--- src/hdl/tlb_pkg.sv ---
// ----------------------------------------------------------------------------
// TLB translate package
// Shared types, widths and a helper function for the TLB and page-table
// translation block.
// ----------------------------------------------------------------------------
`default_nettype none

package tlb_pkg;

  localparam int unsigned PAGE_W       = 8;
  localparam int unsigned FRAME_W      = 8;
  localparam int unsigned CNT_W        = 16;
  localparam int unsigned NEXT_FRAME_W = 9;
  localparam int unsigned IN_TDATA_W   = 8;
  localparam int unsigned OUT_TDATA_W  = 40;
  localparam int unsigned OUT_TUSER_W  = 2;

  typedef enum logic [1:0] {
    ST_CLEAR,
    ST_IDLE,
    ST_LOOK
  } tlb_state_t;

  typedef struct packed {
    logic clr;
    logic accept;
    logic commit;
  } tlb_cmd_t;

  typedef struct packed {
    logic clr_last;
    logic out_free;
  } tlb_stat_t;

  function automatic logic [CNT_W-1:0] sat_inc16(input logic [CNT_W-1:0] v);
    logic [CNT_W-1:0] r;
    r = (v == {CNT_W{1'b1}}) ? v : v + 1'b1;
    return r;
  endfunction

endpackage

`default_nettype wire

--- src/hdl/tlb_page_table_translate.sv ---
// A result is registered in the output register when the lookup state commits
// it, once the output register is free. A new word is accepted only after the
// registered page-table read and the TLB, table and counter update of the last
// word. Reset: synchronous, active low; afterwards a clearing pass sweeps the
// whole page-table memory with in_tready low.
// ----------------------------------------------------------------------------
// TLB and page-table translation, top level
// Translates page numbers through a FIFO-replaced TLB backed by a demand-paged
// page table, counting hits and faults with saturating counters.
// ----------------------------------------------------------------------------
`default_nettype none

module tlb_page_table_translate #(
  parameter int unsigned TLB_ENTRIES = 16,
  parameter int unsigned PAGES       = 256
) (
  input  wire logic                           clk,
  input  wire logic                           rst_n,
  input  wire logic                           in_tvalid,
  output logic                                in_tready,
  // page_number[7:0]
  input  wire logic [tlb_pkg::IN_TDATA_W-1:0] in_tdata,
  output logic                                out_tvalid,
  input  wire logic                           out_tready,
  // frame_number[7:0], hit_total[23:8], fault_total[39:24]
  output logic [tlb_pkg::OUT_TDATA_W-1:0]     out_tdata,
  // tlb_hit[0], page_fault[1]
  output logic [tlb_pkg::OUT_TUSER_W-1:0]     out_tuser
);

  tlb_pkg::tlb_cmd_t  cmd;
  tlb_pkg::tlb_stat_t stat;

  tlb_ctrl u_ctrl (
    .clk       (clk),
    .rst_n     (rst_n),
    .in_tvalid (in_tvalid),
    .in_tready (in_tready),
    .stat      (stat),
    .cmd       (cmd)
  );

  tlb_dp #(
    .TLB_ENTRIES (TLB_ENTRIES),
    .PAGES       (PAGES)
  ) u_dp (
    .clk        (clk),
    .rst_n      (rst_n),
    .cmd        (cmd),
    .stat       (stat),
    .in_tdata   (in_tdata),
    .out_tvalid (out_tvalid),
    .out_tready (out_tready),
    .out_tdata  (out_tdata),
    .out_tuser  (out_tuser)
  );

endmodule

`default_nettype wire

--- src/hdl/tlb_ctrl.sv ---
// ----------------------------------------------------------------------------
// TLB translate controller
// Sequences the page-table clearing pass, word acceptance and the lookup and
// update step that commits one result.
// ----------------------------------------------------------------------------
`default_nettype none

module tlb_ctrl (
  input  wire logic               clk,
  input  wire logic               rst_n,
  input  wire logic               in_tvalid,
  output logic                    in_tready,
  input  wire tlb_pkg::tlb_stat_t stat,
  output tlb_pkg::tlb_cmd_t       cmd
);

  tlb_pkg::tlb_state_t state_r;
  tlb_pkg::tlb_state_t state_nxt;

  always_ff @(posedge clk) begin
    if (!rst_n) begin
      state_r <= tlb_pkg::ST_CLEAR;
    end else begin
      state_r <= state_nxt;
    end
  end

  always_comb begin
    state_nxt = state_r;
    unique case (state_r)
      tlb_pkg::ST_CLEAR: begin
        if (stat.clr_last) begin
          state_nxt = tlb_pkg::ST_IDLE;
        end
      end
      tlb_pkg::ST_IDLE: begin
        if (in_tvalid) begin
          state_nxt = tlb_pkg::ST_LOOK;
        end
      end
      tlb_pkg::ST_LOOK: begin
        if (stat.out_free) begin
          state_nxt = tlb_pkg::ST_IDLE;
        end
      end
      default: begin
        state_nxt = tlb_pkg::ST_CLEAR;
      end
    endcase
  end

  always_comb begin
    in_tready  = 1'b0;
    cmd.clr    = 1'b0;
    cmd.accept = 1'b0;
    cmd.commit = 1'b0;
    unique case (state_r)
      tlb_pkg::ST_CLEAR: begin
        cmd.clr = 1'b1;
      end
      tlb_pkg::ST_IDLE: begin
        in_tready  = 1'b1;
        cmd.accept = in_tvalid;
      end
      tlb_pkg::ST_LOOK: begin
        cmd.commit = stat.out_free;
      end
      default: begin
        in_tready = 1'b0;
      end
    endcase
  end

endmodule

`default_nettype wire

--- src/hdl/tlb_dp.sv ---
// ----------------------------------------------------------------------------
// TLB translate datapath
// Holds the TLB entries, the page-table memory, the frame allocator, the
// saturating counters and the output register.
// ----------------------------------------------------------------------------
`default_nettype none

module tlb_dp #(
  parameter int unsigned TLB_ENTRIES = 16,
  parameter int unsigned PAGES       = 256
) (
  input  wire logic                               clk,
  input  wire logic                               rst_n,
  input  wire tlb_pkg::tlb_cmd_t                  cmd,
  output tlb_pkg::tlb_stat_t                      stat,
  input  wire logic [tlb_pkg::IN_TDATA_W-1:0]     in_tdata,
  output logic                                    out_tvalid,
  input  wire logic                               out_tready,
  output logic [tlb_pkg::OUT_TDATA_W-1:0]         out_tdata,
  output logic [tlb_pkg::OUT_TUSER_W-1:0]         out_tuser
);

  localparam int unsigned PTR_W   = $clog2(TLB_ENTRIES);
  localparam int unsigned IDX_W   = $clog2(PAGES);
  localparam int unsigned LUT_N   = 1 << tlb_pkg::PAGE_W;
  localparam int unsigned ENTRY_W = tlb_pkg::FRAME_W + 1;

  logic [IDX_W-1:0] idx_lut [LUT_N];

  for (genvar g = 0; g < LUT_N; g++) begin : g_idx
    localparam int unsigned RED = g % PAGES;
    assign idx_lut[g] = IDX_W'(RED);
  end

  logic [tlb_pkg::PAGE_W-1:0]      tlb_page_r  [TLB_ENTRIES];
  logic [tlb_pkg::FRAME_W-1:0]     tlb_frame_r [TLB_ENTRIES];
  logic [TLB_ENTRIES-1:0]          tlb_valid_r;
  logic [PTR_W-1:0]                fifo_ptr_r;
  logic [ENTRY_W-1:0]              pt_mem [PAGES];
  logic [ENTRY_W-1:0]              pt_rd_r;
  logic [IDX_W-1:0]                clr_cnt_r;
  logic [tlb_pkg::PAGE_W-1:0]      page_r;
  logic [IDX_W-1:0]                idx_r;
  logic [tlb_pkg::NEXT_FRAME_W-1:0] next_frame_r;
  logic [tlb_pkg::CNT_W-1:0]       hit_cnt_r;
  logic [tlb_pkg::CNT_W-1:0]       hit_cnt_nxt;
  logic [tlb_pkg::CNT_W-1:0]       fault_cnt_r;
  logic [tlb_pkg::CNT_W-1:0]       fault_cnt_nxt;
  logic                            out_valid_r;
  logic [tlb_pkg::OUT_TDATA_W-1:0] out_tdata_r;
  logic [tlb_pkg::OUT_TUSER_W-1:0] out_tuser_r;

  logic                            hit;
  logic [tlb_pkg::FRAME_W-1:0]     hit_frame;
  logic                            fault;
  logic [tlb_pkg::FRAME_W-1:0]     frame;
  logic [IDX_W-1:0]                rd_addr;
  logic                            wr_en;
  logic [IDX_W-1:0]                wr_addr;
  logic [ENTRY_W-1:0]              wr_data;

  // The lowest-numbered matching entry wins.
  always_comb begin
    hit       = 1'b0;
    hit_frame = '0;
    for (int i = TLB_ENTRIES - 1; i >= 0; i--) begin
      if (tlb_valid_r[i] && (tlb_page_r[i] == page_r)) begin
        hit       = 1'b1;
        hit_frame = tlb_frame_r[i];
      end
    end
  end

  always_comb begin
    fault         = !hit && !pt_rd_r[ENTRY_W-1];
    frame         = hit ? hit_frame :
                    (pt_rd_r[ENTRY_W-1] ? pt_rd_r[tlb_pkg::FRAME_W-1:0] :
                     next_frame_r[tlb_pkg::FRAME_W-1:0]);
    hit_cnt_nxt   = hit ? tlb_pkg::sat_inc16(hit_cnt_r) : hit_cnt_r;
    fault_cnt_nxt = fault ? tlb_pkg::sat_inc16(fault_cnt_r) : fault_cnt_r;
  end

  assign rd_addr = idx_lut[in_tdata[tlb_pkg::PAGE_W-1:0]];
  assign wr_en   = cmd.clr || (cmd.commit && fault);
  assign wr_addr = cmd.clr ? clr_cnt_r : idx_r;
  assign wr_data = cmd.clr ? '0 : {1'b1, next_frame_r[tlb_pkg::FRAME_W-1:0]};

  always_ff @(posedge clk) begin
    if (wr_en) begin
      pt_mem[wr_addr] <= wr_data;
    end
    if (cmd.accept) begin
      pt_rd_r <= pt_mem[rd_addr];
    end
  end

  always_ff @(posedge clk) begin
    if (cmd.accept) begin
      page_r <= in_tdata[tlb_pkg::PAGE_W-1:0];
      idx_r  <= rd_addr;
    end
    if (cmd.commit && !hit) begin
      tlb_page_r[fifo_ptr_r]  <= page_r;
      tlb_frame_r[fifo_ptr_r] <= frame;
    end
    if (cmd.commit) begin
      out_tdata_r <= {fault_cnt_nxt, hit_cnt_nxt, frame};
      out_tuser_r <= {fault, hit};
    end
  end

  always_ff @(posedge clk) begin
    if (!rst_n) begin
      tlb_valid_r  <= '0;
      fifo_ptr_r   <= '0;
      clr_cnt_r    <= '0;
      next_frame_r <= '0;
      hit_cnt_r    <= '0;
      fault_cnt_r  <= '0;
      out_valid_r  <= 1'b0;
    end else begin
      if (cmd.clr) begin
        clr_cnt_r <= clr_cnt_r + 1'b1;
      end
      if (cmd.commit) begin
        hit_cnt_r   <= hit_cnt_nxt;
        fault_cnt_r <= fault_cnt_nxt;
        if (!hit) begin
          tlb_valid_r[fifo_ptr_r] <= 1'b1;
          fifo_ptr_r <= (fifo_ptr_r == PTR_W'(TLB_ENTRIES - 1)) ? '0 :
                        fifo_ptr_r + 1'b1;
        end
        if (fault) begin
          next_frame_r <= next_frame_r + 1'b1;
        end
        out_valid_r <= 1'b1;
      end else if (out_tready) begin
        out_valid_r <= 1'b0;
      end
    end
  end

  assign stat = '{clr_last: (clr_cnt_r == IDX_W'(PAGES - 1)),
                  out_free: (!out_valid_r || out_tready)};

  assign out_tvalid = out_valid_r;
  assign out_tdata  = out_tdata_r;
  assign out_tuser  = out_tuser_r;

endmodule

`default_nettype wire

--- config.mk ---
export PLATFORM = sky130hd
export DESIGN_NAME = tlb_page_table_translate
export DESIGN_NICKNAME = d
export VERILOG_FILES = /design/src/hdl/tlb_pkg.sv /design/src/hdl/tlb_page_table_translate.sv /design/src/hdl/tlb_ctrl.sv /design/src/hdl/tlb_dp.sv
export SDC_FILE = /design/constraint.sdc
export NUM_CORES = 2
export LEC_CHECK = 0
export ABC_AREA = 0
export BUFFER_PORTS_ARGS = -buffer_cell sky130_fd_sc_hd__buf_2
export CAP_MARGIN = 30
export CELL_PAD_IN_SITES_DETAIL_PLACEMENT = 1
export CELL_PAD_IN_SITES_GLOBAL_PLACEMENT = 2
export CORE_UTILIZATION = 50
export CTS_CLUSTER_SIZE = 28
export DETAILED_ROUTE_END_ITERATION = 6
export HOLD_SLACK_MARGIN = 0.06
export PLACE_DENSITY_LB_ADDON = 0.1
export SYNTH_ARGS = -nofsm -noshare
export SYNTH_HDL_FRONTEND = slang
export SYNTH_SLANG_ARGS = --single-unit
--- constraint.sdc ---
create_clock -name clk -period 12.6 [get_ports clk]
set_input_delay 2.52 -clock clk [delete_from_list [all_inputs] [get_ports clk]]
set_output_delay 2.52 -clock clk [all_outputs]
set_load 0.01 [all_outputs]
# [Word level (Yosys, flattened, before mapping)]
# Memories as Yosys holds them, arrays and structs flattened. A register that Yosys moved wholly into a read port is not among the register bits.
# Index checks and enable logic that the tools add are counted.
[totals] register_bits=130 latchBits=0 ram_bits=2560 rom_bits=2048 input_bits=12 wordCells=141 n_memories=4
[mem_list] name="u_dp.pt_mem" words=256 word_bits=9 read_ports=1 rd_clocked_by_memory_dff=1 write_ports=1 line_no="tlb_dp.sv:39" source="logic [ENTRY_W-1:0] pt_mem [PAGES];"
[mem_list] name="(name not given)" words=256 word_bits=8 read_ports=1 rd_clocked_by_memory_dff=0 write_ports=0 line_no="tlb_dp.sv:83" source="assign rd_addr = idx_lut[in_tdata[tlb_pkg::PAGE_W-1:0]];"
[mem_list] name="u_dp.tlb_frame_r" words=16 word_bits=8 read_ports=16 rd_clocked_by_memory_dff=0 write_ports=1 line_no="tlb_dp.sv:36" source="logic [tlb_pkg::FRAME_W-1:0] tlb_frame_r [TLB_ENTRIES];"
[mem_list] name="u_dp.tlb_page_r" words=16 word_bits=8 read_ports=16 rd_clocked_by_memory_dff=0 write_ports=1 line_no="tlb_dp.sv:35" source="logic [tlb_pkg::PAGE_W-1:0] tlb_page_r [TLB_ENTRIES];"
[op_classes] add_sub_neg=5 multipliers=0 div_mod_pow=0 n_lt_le_gt_ge=3 eq_ne=25 n_shift=0 n_mux=59 bitwise_logic=3 reduce_logical=30
[op_table] cell="$mux W8" n=21
[op_table] cell="$eq A8 B8 Y1" n=16
[op_table] cell="$mux W16" n=4
[op_table] cell="$add A16 B1 Y16 const B" n=2
[op_table] cell="$eq A16 B16 Y1 const B" n=2
[op_table] cell="$mux W1" n=27
[op_table] cell="$logic_and A1 B1 Y1" n=20
[op_table] cell="$or A16 B16 Y16" n=1
[op_table] cell="$add A9 B1 Y9 const B" n=1
[op_table] cell="$ge A9 B9 Y1 const B" n=1
[op_table] cell="$mux W9" n=1
[op_table] cell="$not A8 Y9" n=1
[op_table] cell="$add A8 B1 Y8 const B" n=1
[op_table] cell="$eq A8 B8 Y1 const B" n=1
[op_table] cell="$mux W2" n=3
[op_table] cell="$pmux W2 S3" n=1
[op_table] cell="$lt A4 B5 Y1 const B" n=1
[op_table] cell="$add A4 B1 Y4 const B" n=1
[op_table] cell="$demux W1 S4" n=1
[op_table] cell="$eq A4 B4 Y1 const B" n=1
[op_table] cell="$ge A4 B1 Y1 const B" n=1
[op_table] cell="$mux W4" n=1
[op_table] cell="$ne A2 B2 Y1 const B" n=2
[op_table] cell="$reduce_and A2 Y1" n=2
[op_table] cell="other kinds (9)" n=12

# [Longest topological paths before layout]
# An unclocked memory read counts as a cell.
[logic_depth] word_depth=25 mapped_depth=13 depth_no_buf=9

# [Hierarchy]
# A second synthesis with hierarchy kept.
[hier_totals] cells_unflattened=4969 hier_area_um2=105010.7
[modules_own_cells] mod="tlb_dp" instances=1 cells_per_inst=4956 area_each_um2=104904.4
[modules_own_cells] mod="tlb_ctrl" instances=1 cells_per_inst=13 area_each_um2=106.4

# [Worst setup path before layout]
# OpenSTA, ideal clock, no wires.
[synth_path] path_kind="reg-to-reg" from="reg u_ctrl.state_r[0]" to="mem u_dp.pt_mem[0][2] in the netlist's numbering (data pin)" setup_time_ns=0.867 arrival_ns=8.379 setup_slack_ns=3.354 stages_incl_launch_ff=6 path_buffers=2 period_less_slack_ns=9.246 path_cell_list="dfxtp_1 nor2_1 inv_1 clkbuf_1 clkbuf_1 and2_1"
[synth_between] elab_chain_len=3
[synth_rtl] item="start: declaration" line_no="tlb_ctrl.sv:17" source="tlb_pkg::tlb_state_t state_r;"
[synth_rtl] item="start signal: assignment" line_no="tlb_ctrl.sv:22" source="state_r <= tlb_pkg::ST_CLEAR;"
[synth_rtl] item="start signal: assignment" line_no="tlb_ctrl.sv:24" source="state_r <= state_nxt;"
[synth_rtl] item="$logic_not A2 Y1" line_no="tlb_ctrl.sv:57" source="unique case (state_r)"
[synth_rtl] item="$mux W1" line_no="tlb_ctrl.sv:57"
[synth_rtl] item="$mux W9" line_no="tlb_dp.sv:86" source="assign wr_data = cmd.clr ? '0 : {1'b1, next_frame_r[tlb_pkg::FRAME_W-1:0]};"
[synth_rtl] item="via u_dp.wr_data[2]" line_no="tlb_dp.sv:60" source="logic [ENTRY_W-1:0] wr_data;"
[synth_rtl] item="end: declaration" line_no="tlb_dp.sv:39"
# The timed path passes the listed nets, and every way through them passes these cells.

# [Final worst setup path]
[layout_path] from="in in_tdata[1] in the netlist's numbering" to="reg u_dp.pt_rd_r[7] (read register of u_dp.pt_mem) (data pin)"
[layout_between] elab_chain_len=4
[layout_rtl] item="start: declaration" line_no="tlb_page_table_translate.sv:22" source="input wire logic [tlb_pkg::IN_TDATA_W-1:0] in_tdata,"
[layout_rtl] item="$not A8 Y9 (not written as such)" line_no="tlb_dp.sv:83"
[layout_rtl] item="$mem_v2 Z256 W8"
[layout_rtl] item="$mux W8 (not written as such) (2 in a row)" line_no="tlb_dp.sv:83"
[layout_rtl] item="end: declaration" line_no="tlb_dp.sv:40" source="logic [ENTRY_W-1:0] pt_rd_r;"
# Every way passes these cells. The select of a mux whose other input is x is not followed.
# A chain may end at the register's enable or synchronous reset.

==> summary.md <==
| Metric | Value |
|---|---|
| Status | completed |
| DRT iter0 DRCs | 5210 |
| Synth Area per Inst | 21.0 um^2 |
| Clock latency on the worst-skew pair | 950 ps |
| Routed len/inst | 32.3 um |
| Core area | 210000 um^2 |
| Worst Path Arrival | 6770 ps |
| RR Startpoint | u_dp.idx_r[6] |
| Largest net degree at the start of global routing | 225 |
| Maximum vdd drop | 0.157 mV |
| Max-Cap Viols | 0 |
| Total GRT Usage | 25.8% |
| Post-Syn Area | 105000 um^2 |
| Worst hold start | u_dp.tlb_valid_r[12] |
| Hold Crit Class | register to register |
| Setup TNS | 0 ps |
| Final hold vios | 0 |
| Worst Hold Depth | 1 |
| Fin crit period | 6130 ps |
| Die height | 461 um |
| Cell variety after synth | 72 |
| Initial Util | 50.3% |
| Yosys top cell by area | edfxtp_1 |
| Post-synth EDFFs | 2619 |
| Reg-to-Reg End | u_dp.pt_mem[123][6] |
| Gr ovfl total | 0 |
| Top cells by area in the synthesized netlist | edfxtp_1 75%, mux4_2 15%, dfxtp_1 1.3% |
| DRC | 0 |
| Buffers and inverters on the worst path | 3 |
| Most common cell after layout, fill and taps aside | edfxtp_1 |
| Vias post-DR | 51599 |
| Number of I/O pins | 56 |
| Vias in the first global route | 53166 |
| Critical Path Start Type | input port |
| H-tree Lvls | 5 |
| Clk buf depth | 4 |
| Flop-to-flop setup slack | 6940 ps |
| RSZ-0062 raised after global routing | no |
| Final Util | 56.9% |
| Dominant register cell in the synthesized netlist | edfxtp_1 |
| GR met2 Demand/Resource | 39.9% |
| #FFs+latches synth | 2690 |
| Met1 Usage GRT | 37.2% |
| Yosys top cell area share | 74.6% |
| Clock tree sinks | 2690 |
| Kind of end point of the critical path | register |
| GP Congestion | 0.793 |
| Worst Skew | 69.2 ps |
| Most frequent cells in the layout | 2619 x edfxtp_1, 720 x mux4_2, 336 x nor2_1, 307 x clkbuf_16, 206 x buf_4 |
| Max-slew headroom | 13.3% |
| CP peak stage delay | 740 ps |
| Slew @ Worst Pin | 1300 ps |
| Die area | 213000 um^2 |
| PortBufs | 55 |
| Hold-fix buffers, CTS | 0 |
| Synth Warn # | 0 |
| Delay-heaviest family, CP | buffers and inverters |
| Slowest CP cell | buf_4 |
| Routed wire length | 271 mm |
| R2r worst-path depth | 11 |
| CTS root buf | clkbuf_16 |
| Crit path launch | in_tdata[1] |
| First drt pass iteration count | 7 |
| Antenna Nets Post-Route | 0 |
| Hold endpoint | u_dp.tlb_valid_r[12] |
| Via/cell ratio | 6.16 |
| # rows | 168 |
| Initial antenna violation count | 8 |
| # setup viols final | 0 |
| CTS tree | yes |
| Leakage power | 0.0405 uW |
| WP data required | 13230 ps |
| TritonCTS buffer count | 298 |
| Synth Instances | 5021 |
| HPWL after DPL | 163 mm |
| Final worst-path cycle share | 48.7% |
| Post-cts sizing count | 0 |
| Global-route wire length before repair | 388 mm |
| Post-CTS setup repair buffer count | 0 |
| CP max FO | 71 |
| Worst-path clk slew | 60 ps |
| Sequential fraction of the synthesis area | 76.0% |
| Syn Nets | 5041 |
| Die width | 461 um |
| Fin. max-slew vios | 0 |
| P&R area growth vs syn | 13.1% |
| Most Crowded Layer GR | met2 |
| Ys async rst share | 0% |
| Fmax achieved | 163 MHz |
| M3 GR Usage | 5.81% |
| Critical path, cell by cell | buf_8, buf_4, buf_4, mux4_2, mux4_2, a22o_1, o21ai_0, nand3_1 |
| Layout cells sized above 1 | 26.3% |
| Critical path type | input port to register |
| Nets | 5388 |
| Power per Cell Area | 152 nW/um^2 |
==> kinds of logic (layout without fill, tap and decap cells) <==
| family | Yosys count | count (layout) | share of synthesized area [%] |
|---|---|---|---|
| XOR/XNOR | 170 | 170 | 1.41 |
| flip-flops | 2690 | 2690 | 76.0 |
| other | 0 | 6 | 0 |
| multiplexers | 746 | 746 | 15.6 |
| AO/OA/AOI/OAI | 290 | 290 | 1.99 |
| AND/OR/NAND/NOR | 818 | 818 | 3.61 |
| adder cells (fa/ha/maj) | 8 | 8 | 0.0950 |
| buffers and inverters | 299 | 844 | 1.28 |
==> power by group <==
group	internal [uW]	switching (uW)	total [uW]
Combinational	188	262	450
Sequential	9680	3.35	9680
Clock	4630	3380	8010
Total	14500	3650	18100
==> flip-flops by register name, indices dropped and copies added (netlist names) <==
register           flops
u_dp.pt_mem         2304
u_ctrl.state_r         2
u_dp.tlb_frame_r     128
u_dp.tlb_valid_r      16
u_dp.idx_r             8
u_dp.next_frame_r      8
u_dp.clr_cnt_r         8
u_dp.out_tuser         2
u_dp.hit_cnt_r        16
u_dp.pt_rd_r           9
u_dp.fifo_ptr_r        4
u_dp.out_tdata        40
u_dp.out_tvalid        1
u_dp.tlb_page_r      128
u_dp.fault_cnt_r      16
==> worst max path at each step <==
| stage | depth (start not counted) | endpoint | slack, ps |
|---|---|---|---|
| 5_1_grt | 8 | u_dp.pt_rd_r[7] | 6390 |
| 6_report | 8 | u_dp.pt_rd_r[7] | 6470 |
| 2_1_floorplan | 5 | u_dp.pt_mem[0][2] | 3350 |
| 3_3_place_gp | 8 | u_dp.pt_rd_r[4] | 5410 |
| 3_5_place_dp | 8 | u_dp.pt_rd_r[4] | 5300 |
| 4_1_cts | 8 | u_dp.pt_rd_r[4] | 6270 |
==> area by class of cell <==
class | instances | area (um^2)
diodes | 6 | 15.0
flip-flops and latches | 2690 | 80100
fillers | 17732 | 90300
clock inverters | 114 | 757
repair buffers | 318 | 2720
clock buffers | 384 | 8000
multi-input cells | 2032 | 24100
inverters | 28 | 113
well taps | 2805 | 3510
==> stage by stage <==
step	cells	instance area, um^2	hold WS, ps	setup slack, ps	total power (uW)
floorplan	5021	105000	432	3350	10200
global placement	7793	110000	438	5410	10300
detailed placement	7852	110000	448	5300	10300
CTS	8350	119000	461	6270	18300
global route	8375	119000	472	6390	18600
finish	8377	119000	457	6470	18100
==> metal layers <==
layer,routed length [um],share of wire [%]
met1,115000,43
met3,20900,7.7
met2,128000,47
met5,41,0.015
met4,6260,2.3
==> synthesized netlist by cell type, drive strengths merged, types with 5 or more instances <==
cell type,n
a211oi,6
a21oi,45
a221o,5
a221oi,7
a22o,19
a22oi,72
a31oi,24
and2,21
and3,28
buf,140
clkbuf,131
dfxtp,71
edfxtp,2619
ha,8
inv,28
mux2,9
mux2i,17
mux4,720
nand2,182
nand2b,21
nand3,71
nand3b,9
nand4,37
nor2,340
nor2b,14
nor3,48
nor3b,7
nor4,16
o2111ai,5
o211ai,5
o21a,21
o21ai,34
o221ai,8
o31a,6
o31ai,5
or3,17
xnor2,128
xor2,42
Power figures use the tool's default switching activity.
